==> src/design/sbdw_pkg.sv <==
// ----------------------------------------------------------------------------
// sbdw_pkg: shared types and constants of the signed bcd digit writer
// Display codes, converter widths and the shift-add-3 step used by the
// binary to bcd stages.
// ----------------------------------------------------------------------------
package sbdw_pkg;

   // code-b display codes
   localparam logic [3:0] CODE_BLANK = 4'b1111;
   localparam logic [3:0] CODE_MINUS = 4'b1010;

   // converter sizing: |value| is at most 32768, five decimal digits
   localparam int VALUE_W    = 16;
   localparam int MAG_W      = VALUE_W + 1;
   localparam int BCD_DIGITS = 5;
   localparam int BCD_W      = 4 * BCD_DIGITS;
   localparam int DD_W       = BCD_W + MAG_W;
   localparam int DD_STEPS   = 6;
   localparam int DD_STAGES  = (MAG_W + DD_STEPS - 1) / DD_STEPS;

   localparam int POS_W  = 3;
   localparam int CODE_W = 4;
   localparam int LEN_W  = 3;

   // one converter word: sign plus bcd digits over the remaining binary bits
   typedef struct packed {
      logic            neg;
      logic [DD_W-1:0] word;
   } dd_type;

   // converted value ready for the write sequencer
   typedef struct packed {
      logic             neg;
      logic [BCD_W-1:0] bcd;
      logic [LEN_W-1:0] length;
      logic             fits;
   } ser_item_type;

   // one shift-add-3 step: correct every digit of five or more, then shift
   function automatic logic [DD_W-1:0] dabble_step(input logic [DD_W-1:0] w);
      logic [DD_W-1:0] r;
      r = w;
      for (int n = 0; n < BCD_DIGITS; n++) begin
         if (r[MAG_W + 4*n +: 4] >= 4'd5) begin
            r[MAG_W + 4*n +: 4] = r[MAG_W + 4*n +: 4] + 4'd3;
         end
      end
      return r << 1;
   endfunction

   // the steps of one converter stage; stage s covers bits s*DD_STEPS upward
   function automatic logic [DD_W-1:0] dabble_run(input logic [DD_W-1:0] w,
                                                  input int stage);
      logic [DD_W-1:0] r;
      r = w;
      for (int j = 0; j < DD_STEPS; j++) begin
         if (stage * DD_STEPS + j < MAG_W) begin
            r = dabble_step(r);
         end
      end
      return r;
   endfunction

endpackage

==> src/design/signed_bcd_digit_writer.sv <==
// ----------------------------------------------------------------------------
// signed_bcd_digit_writer: signed value to code-b digit register writes
// Pipelined binary to bcd conversion followed by a write sequencer that
// emits one digit register write per cycle while rsp_tready is high.
// ----------------------------------------------------------------------------
// Usage:
//   req channel: one item per signed 16-bit value on req_tdata.
//   rsp channel: one item per digit register write; tdata carries the digit
//   position and the code-b code, tlast marks the final write of a value.
//   Positions 1 to DIGIT_COUNT are written least significant first, with
//   blank above the number's length; a negative value adds a minus write at
//   position length+1. A value that does not fit causes no writes.
//   Path: a value passes the magnitude stage, three conversion stages,
//   the length stage and the sequencer register before its first write
//   is presented.
//   Writes: the sequencer emits one write per cycle while rsp_tready is
//   high; a value gives DIGIT_COUNT writes, DIGIT_COUNT+1 when negative;
//   a value that does not fit causes no write but leaves a gap in them.
//   Values enter back to back while earlier ones are still being written.
//   Reset clears all valid bits; no write is pending after reset.
//   When rsp_tready is low the current write holds and the pipeline fills
//   behind it, then req_tready drops; nothing is lost or repeated.
// ----------------------------------------------------------------------------
module signed_bcd_digit_writer #(
   parameter int DIGIT_COUNT = 4
) (
   input  logic                        clock,
   input  logic                        reset,
   // req_tdata: value[15:0]
   input  logic                        req_tvalid,
   output logic                        req_tready,
   input  logic [sbdw_pkg::VALUE_W-1:0] req_tdata,
   // rsp_tdata: digit_position[2:0], digit_code[6:3], zero pad[7]
   output logic                        rsp_tvalid,
   input  logic                        rsp_tready,
   output logic [7:0]                  rsp_tdata,
   output logic                        rsp_tlast
);
   import sbdw_pkg::*;

   localparam int CNT_W = $clog2(DIGIT_COUNT + 2);
   localparam logic [CNT_W-1:0] CNT_LAST_DIGIT = CNT_W'(DIGIT_COUNT);
   localparam logic [3:0]       DIGIT_COUNT_4  = 4'(DIGIT_COUNT);

   // stage 0 holds the magnitude, stages 1..DD_STAGES the conversion
   dd_type       dd_ff [0:DD_STAGES];
   dd_type       dd_in [0:DD_STAGES];
   logic         v_ff  [0:DD_STAGES+1];
   logic         take  [0:DD_STAGES+2];
   ser_item_type len_ff, len_in;

   // write sequencer
   ser_item_type     ser_ff, ser_in;
   logic             ser_valid_ff, ser_valid_in;
   logic [CNT_W-1:0] cnt_ff, cnt_in;

   logic             ser_take;
   logic             minus_phase;
   logic             last_write;
   logic [CNT_W-1:0] digit_idx;
   logic [3:0]       digit_val;
   logic [POS_W-1:0] pos_out;
   logic [CODE_W-1:0] code_out;

   logic [MAG_W-1:0] value_ext;
   logic [MAG_W-1:0] mag;
   logic [BCD_W-1:0] bcd_done;
   logic [LEN_W-1:0] length;

   // ready chain: a stage takes an item when empty or when it moves on
   always_comb begin
      take[DD_STAGES+2] = ser_take;
      for (int k = DD_STAGES + 1; k >= 0; k--) begin
         take[k] = !v_ff[k] || take[k+1];
      end
   end

   assign req_tready = take[0];

   // magnitude of the two's complement value, -32768 included
   assign value_ext = {req_tdata[VALUE_W-1], req_tdata};
   assign mag       = (value_ext ^ {MAG_W{req_tdata[VALUE_W-1]}})
                    + MAG_W'(req_tdata[VALUE_W-1]);

   always_comb begin
      dd_in[0].neg  = req_tdata[VALUE_W-1];
      dd_in[0].word = {{BCD_W{1'b0}}, mag};
      for (int s = 1; s <= DD_STAGES; s++) begin
         dd_in[s].neg  = dd_ff[s-1].neg;
         dd_in[s].word = dabble_run(dd_ff[s-1].word, s - 1);
      end
   end

   // length is the index of the highest nonzero digit, zero counts as one
   assign bcd_done = dd_ff[DD_STAGES].word[DD_W-1 -: BCD_W];

   always_comb begin
      length = LEN_W'(1);
      for (int d = 1; d < BCD_DIGITS; d++) begin
         if (bcd_done[4*d +: 4] != 4'd0) begin
            length = LEN_W'(d + 1);
         end
      end
      len_in.neg    = dd_ff[DD_STAGES].neg;
      len_in.bcd    = bcd_done;
      len_in.length = length;
      len_in.fits   = ({1'b0, length} <= DIGIT_COUNT_4)
                   && (!dd_ff[DD_STAGES].neg
                       || ({1'b0, length} + 4'd1 <= DIGIT_COUNT_4));
   end

   // pipeline registers: valid bits reset, payload loads on take
   always_ff @(posedge clock) begin
      if (reset) begin
         for (int k = 0; k <= DD_STAGES + 1; k++) begin
            v_ff[k] <= 1'b0;
         end
      end else begin
         if (take[0]) begin
            v_ff[0] <= req_tvalid;
         end
         for (int k = 1; k <= DD_STAGES + 1; k++) begin
            if (take[k]) begin
               v_ff[k] <= v_ff[k-1];
            end
         end
      end
   end

   always_ff @(posedge clock) begin
      for (int s = 0; s <= DD_STAGES; s++) begin
         if (take[s]) begin
            dd_ff[s] <= dd_in[s];
         end
      end
      if (take[DD_STAGES+1]) begin
         len_ff <= len_in;
      end
   end

   // sequencer output decode from its registers
   assign minus_phase = cnt_ff > CNT_LAST_DIGIT;
   assign last_write  = minus_phase || (cnt_ff == CNT_LAST_DIGIT && !ser_ff.neg);
   assign digit_idx   = cnt_ff - CNT_W'(1);
   assign digit_val   = 4'(ser_ff.bcd >> {digit_idx, 2'b00});

   always_comb begin
      if (minus_phase) begin
         pos_out  = ser_ff.length + LEN_W'(1);
         code_out = CODE_MINUS;
      end else begin
         pos_out  = POS_W'(cnt_ff);
         code_out = (4'(cnt_ff) > {1'b0, ser_ff.length}) ? CODE_BLANK : digit_val;
      end
   end

   assign rsp_tvalid = ser_valid_ff;
   assign rsp_tdata  = {1'b0, code_out, pos_out};
   assign rsp_tlast  = last_write;

   // sequencer is free when empty or when its final write is taken
   assign ser_take = !ser_valid_ff || (rsp_tready && last_write);

   // load a fitting item, drop one that fits not, else step to next write
   always_comb begin
      ser_in       = ser_ff;
      ser_valid_in = ser_valid_ff;
      cnt_in       = cnt_ff;
      if (ser_take) begin
         ser_in       = len_ff;
         ser_valid_in = v_ff[DD_STAGES+1] && len_ff.fits;
         cnt_in       = CNT_W'(1);
      end else if (rsp_tready) begin
         cnt_in = cnt_ff + CNT_W'(1);
      end
   end

   always_ff @(posedge clock) begin
      if (reset) begin
         ser_valid_ff <= 1'b0;
      end else begin
         ser_valid_ff <= ser_valid_in;
      end
   end

   always_ff @(posedge clock) begin
      ser_ff <= ser_in;
      cnt_ff <= cnt_in;
   end

endmodule
==> config.mk <==
export PLATFORM = sky130hd
export DESIGN_NAME = signed_bcd_digit_writer
export DESIGN_NICKNAME = d
export VERILOG_FILES = /design/src/design/sbdw_pkg.sv /design/src/design/signed_bcd_digit_writer.sv
export SDC_FILE = /design/constraint.sdc
export NUM_CORES = 1
export LEC_CHECK = 0
export ABC_AREA = 1
export BUFFER_PORTS_ARGS = -buffer_cell sky130_fd_sc_hd__buf_2
export CORE_MARGIN = 2
export CORE_UTILIZATION = 40
export DETAILED_ROUTE_END_ITERATION = 8
export PLACE_DENSITY_LB_ADDON = 0.2
export SLEW_MARGIN = 10
export SYNTH_ARGS = -nofsm -noshare
export SYNTH_HDL_FRONTEND = slang
export SYNTH_SLANG_ARGS = --single-unit
export TNS_END_PERCENT = 5
==> constraint.sdc <==
create_clock -name clock -period 7.9 [get_ports clock]
set_clock_uncertainty 0.15 [all_clocks]
set_input_delay 1.58 -clock clock [delete_from_list [all_inputs] [get_ports clock]]
set_output_delay 1.58 -clock clock [all_outputs]
set_load 0.02 [all_outputs]
==> out/results.tsv <==
stage	metric	value	unit
outcome	status	finished clean	
floorplan	std_cell_rows	53	
timing	tightestPinTransition	731.1	ps
drt	viasPerCell	4.575	
synth	syn_inst	962	
global_route	grt_pass1_vias	5596	
critical_path	crit_chain	clkinv_1 -> ha_1 -> ha_1 -> a21oi_1 -> nand2_1 -> nand2_1 -> inv_1 -> nand2_1 -> buf_4 -> nor2_1 -> inv_1 -> buf_4 -> nor2_1 -> inv_1 -> buf_4 -> nor2_1 -> nand2_1 -> buf_2	
cts	cts_tree	yes	
placement	place_area	9124	sq um
synth	yosysTopAreaCellShare	45.26	%
cts	insertion_delay	410	ps
synth	async_flop_share	0	%
timing	grt_setup_unrepaired	false	
synth	synth_nets	1049	
timing	final-hold-violation-count	0	
timing	hold_slack	261.4	ps
timing	fin_tns_setup	0	ps
flow_run	cap_violations	0	
critical_path	crit_path_end_kind	output pin	
drt	drt_pass1_iterations	6	
synth	synthTopCellsByArea	edfxtp_1 45%, ha_1 9.7%, nand2_1 8.0%, inv_1 7.5%, xor2_1 3.9%	
floorplan	die_w	150.8	um
synth	synthTopCellsByCount	184 x nand2_1, 173 x inv_1, 130 x edfxtp_1	
cts	post_cts_hold_buffer_count	0	
critical_path	crit_path_start_kind	register	
drt	drtAntennaViolNets	0	
cts	cts-root-buf	clkbuf_16	
cts	htreeDepth	4	
synth	synth_area_per_cell	8.965	sq um
floorplan	start_util	40.90	%
synth	synth-edff-count	130	
drt	wl	12980	um
timing	fmax	161.8	MHz
layout	nets	1097	
synth	syn-cell-area	8625	sq um
global_route	grt_start_max_net_pins	28	
synth	yosys_register_bits	134	
synth	ys_types	45	
hold_path	hold_class	register to register	
timing	post-route-period-util	78.26	%
cts	cts_made_buffers	17	
synth	yosys_warnings	0	
critical_path	crit_top_cell	nand2_1	
global_route	grt-ovfl-total	0	
cts	ctsResizeCount	0	
synth	synth_area_leader_cell	edfxtp_1	
drt	drt-initial-drc-count	156	
layout	design_area	9698	sq um
placement	gp_congestion	0.7986	
placement	port_buffers	29	
critical_path	crit_required	6170	ps
layout	diodes	0	
global_route	grt_antenna_before_repair	0	
cts	clock_sinks	134	
layout	utilization	45.99	%
global_route	grt_first_pass_wirelength	23120	um
cts	cts_max_path_buffers	2	
timing	setup_viol	0	
critical_path	crit_type	register to output pin	
synth	yosysMostFrequentCell	nand2_1	
floorplan	ios	31	
critical_path	cp_max_fo	26	
drt	via_count	5938	
drt	wire_per_inst	10.00	um
timing	finalCriticalPeriod	6182	ps
synth	synth_flop_cell	edfxtp_1	
global_route	grt_usage	12.51	%
critical_path	r2r_slack	2870	ps
synth	seq_area_frac_synth	46.19	%
cts	clkSlewWorstSetupHoldPaths	60	ps
floorplan	core_area	21090	sq um
timing	slew_headroom	51.14	%
critical_path	slowest_stage	dfxtp_1	
placement	dp_hpwl	10180	um
floorplan	die_h	150.8	um
layout	area_growth	12.45	%
layout	drive_gt1_share	13.69	%
drt	drc_errors	0	
critical_path	arrival	4450	ps
cts	postCtsSetupRepairBufs	0	
timing	drv_slew	0	
critical_path	max_stage_delay	580	ps
floorplan	die_area	22750	sq um
==> sequential cells by signal (all words and copies together), names as in the netlist <==
signal      flops
v_ff            5
len_ff         25
dd_ff          76
ser_ff         24
rsp_tvalid      1
cnt_ff          3
==> per-stage QoR <==
| step | setup slack, ps | cells |
|---|---|---|
| 6_report | 1718 | 1298 |
| 5_1_grt | 1154 | 1298 |
| 4_1_cts | 1618 | 1298 |
| 3_5_place_dp | 1978 | 1266 |
| 3_3_place_gp | 2032 | 1266 |
| 2_1_floorplan | 1300 | 962 |
==> kinds of logic (layout without fill, tap and decap cells) <==
| logic type | Yosys count | count (layout) | synth area share (%) |
|---|---|---|---|
| other cells | 1 | 1 | 0.04348 |
| fa+ha+maj | 67 | 67 | 9.720 |
| simple gates | 380 | 380 | 20.82 |
| buf+inv | 187 | 248 | 8.197 |
| xor+xnor | 63 | 63 | 6.485 |
| compound gates | 130 | 130 | 8.545 |
| flops | 134 | 134 | 46.19 |
==> metal layers <==
metal / GRT usage, % / share of wire (%) / vias up
met5: 0 / 0 / -
met4: 3.925 / 1.2 / 0
met3: 3.163 / 2.2 / 12
met2: 21.86 / 48 / 50
met1: 15.15 / 49 / 2630
li1: - / - / 3246
==> worst max-delay path: cells and delay by family, from the launching register on <==
kind,cells,cell delay (ps)
AOI/OAI and AO/OA,1,170
adders and majority gates,2,520
buffers and inverters,8,1690
DFF,1,580
and+or+nand+nor,7,1060
==> worst paths after layout <==
kind,start,cells after the start,to
setup / recovery,cnt_ff[0]$_SDFFE_PP1P_,18,req_tready
hold / removal,len_ff[2]$_DFFE_PP_,0,ser_ff[2]$_DFFE_PP_
setup reg to reg,dd_ff[2][25]$_DFFE_PP_,29,dd_ff[3][30]$_DFFE_PP_
hold reg to reg,len_ff[2]$_DFFE_PP_,0,ser_ff[2]$_DFFE_PP_
==> cell usage in the layout (no fill, tap or decap), drive strengths merged <==
cell      synthesis  final
nand2           223    223
inv             182    187
edfxtp          130    130
o21ai            74     74
nor2             67     67
ha               67     67
nand3            58     58
xor2             39     39
a21oi            37     37
buf               2     33
xnor2            24     24
clkbuf            2     20
nand4            11     11
o22ai             6      6
a31oi             5      5
nor3              5      5
or2               5      5
nor4              4      4
dfxtp             4      4
clkinv            1      4
nand3b            3      3
clkinvlp          0      3
and2              3      3
a21o              2      2
a211oi            2      2
o21a              1      1
o211ai            1      1
nor3b             1      1
a22oi             1      1
a21boi            1      1
conb              1      1
bufinv            0      1
==> layout make-up <==
type                    count  area [sq um]
fillers                  2029         11390
repair buffers             33         175.2
well taps                 275         344.1
clock inverters            12         117.6
inverters                 183         686.9
flip-flops and latches    134          3984
multi-input cells         641          3934
clock buffers              20         456.7
Power is not shown: default switching activity piles up to over one toggle a cycle in this logic, so the estimate is an artifact.
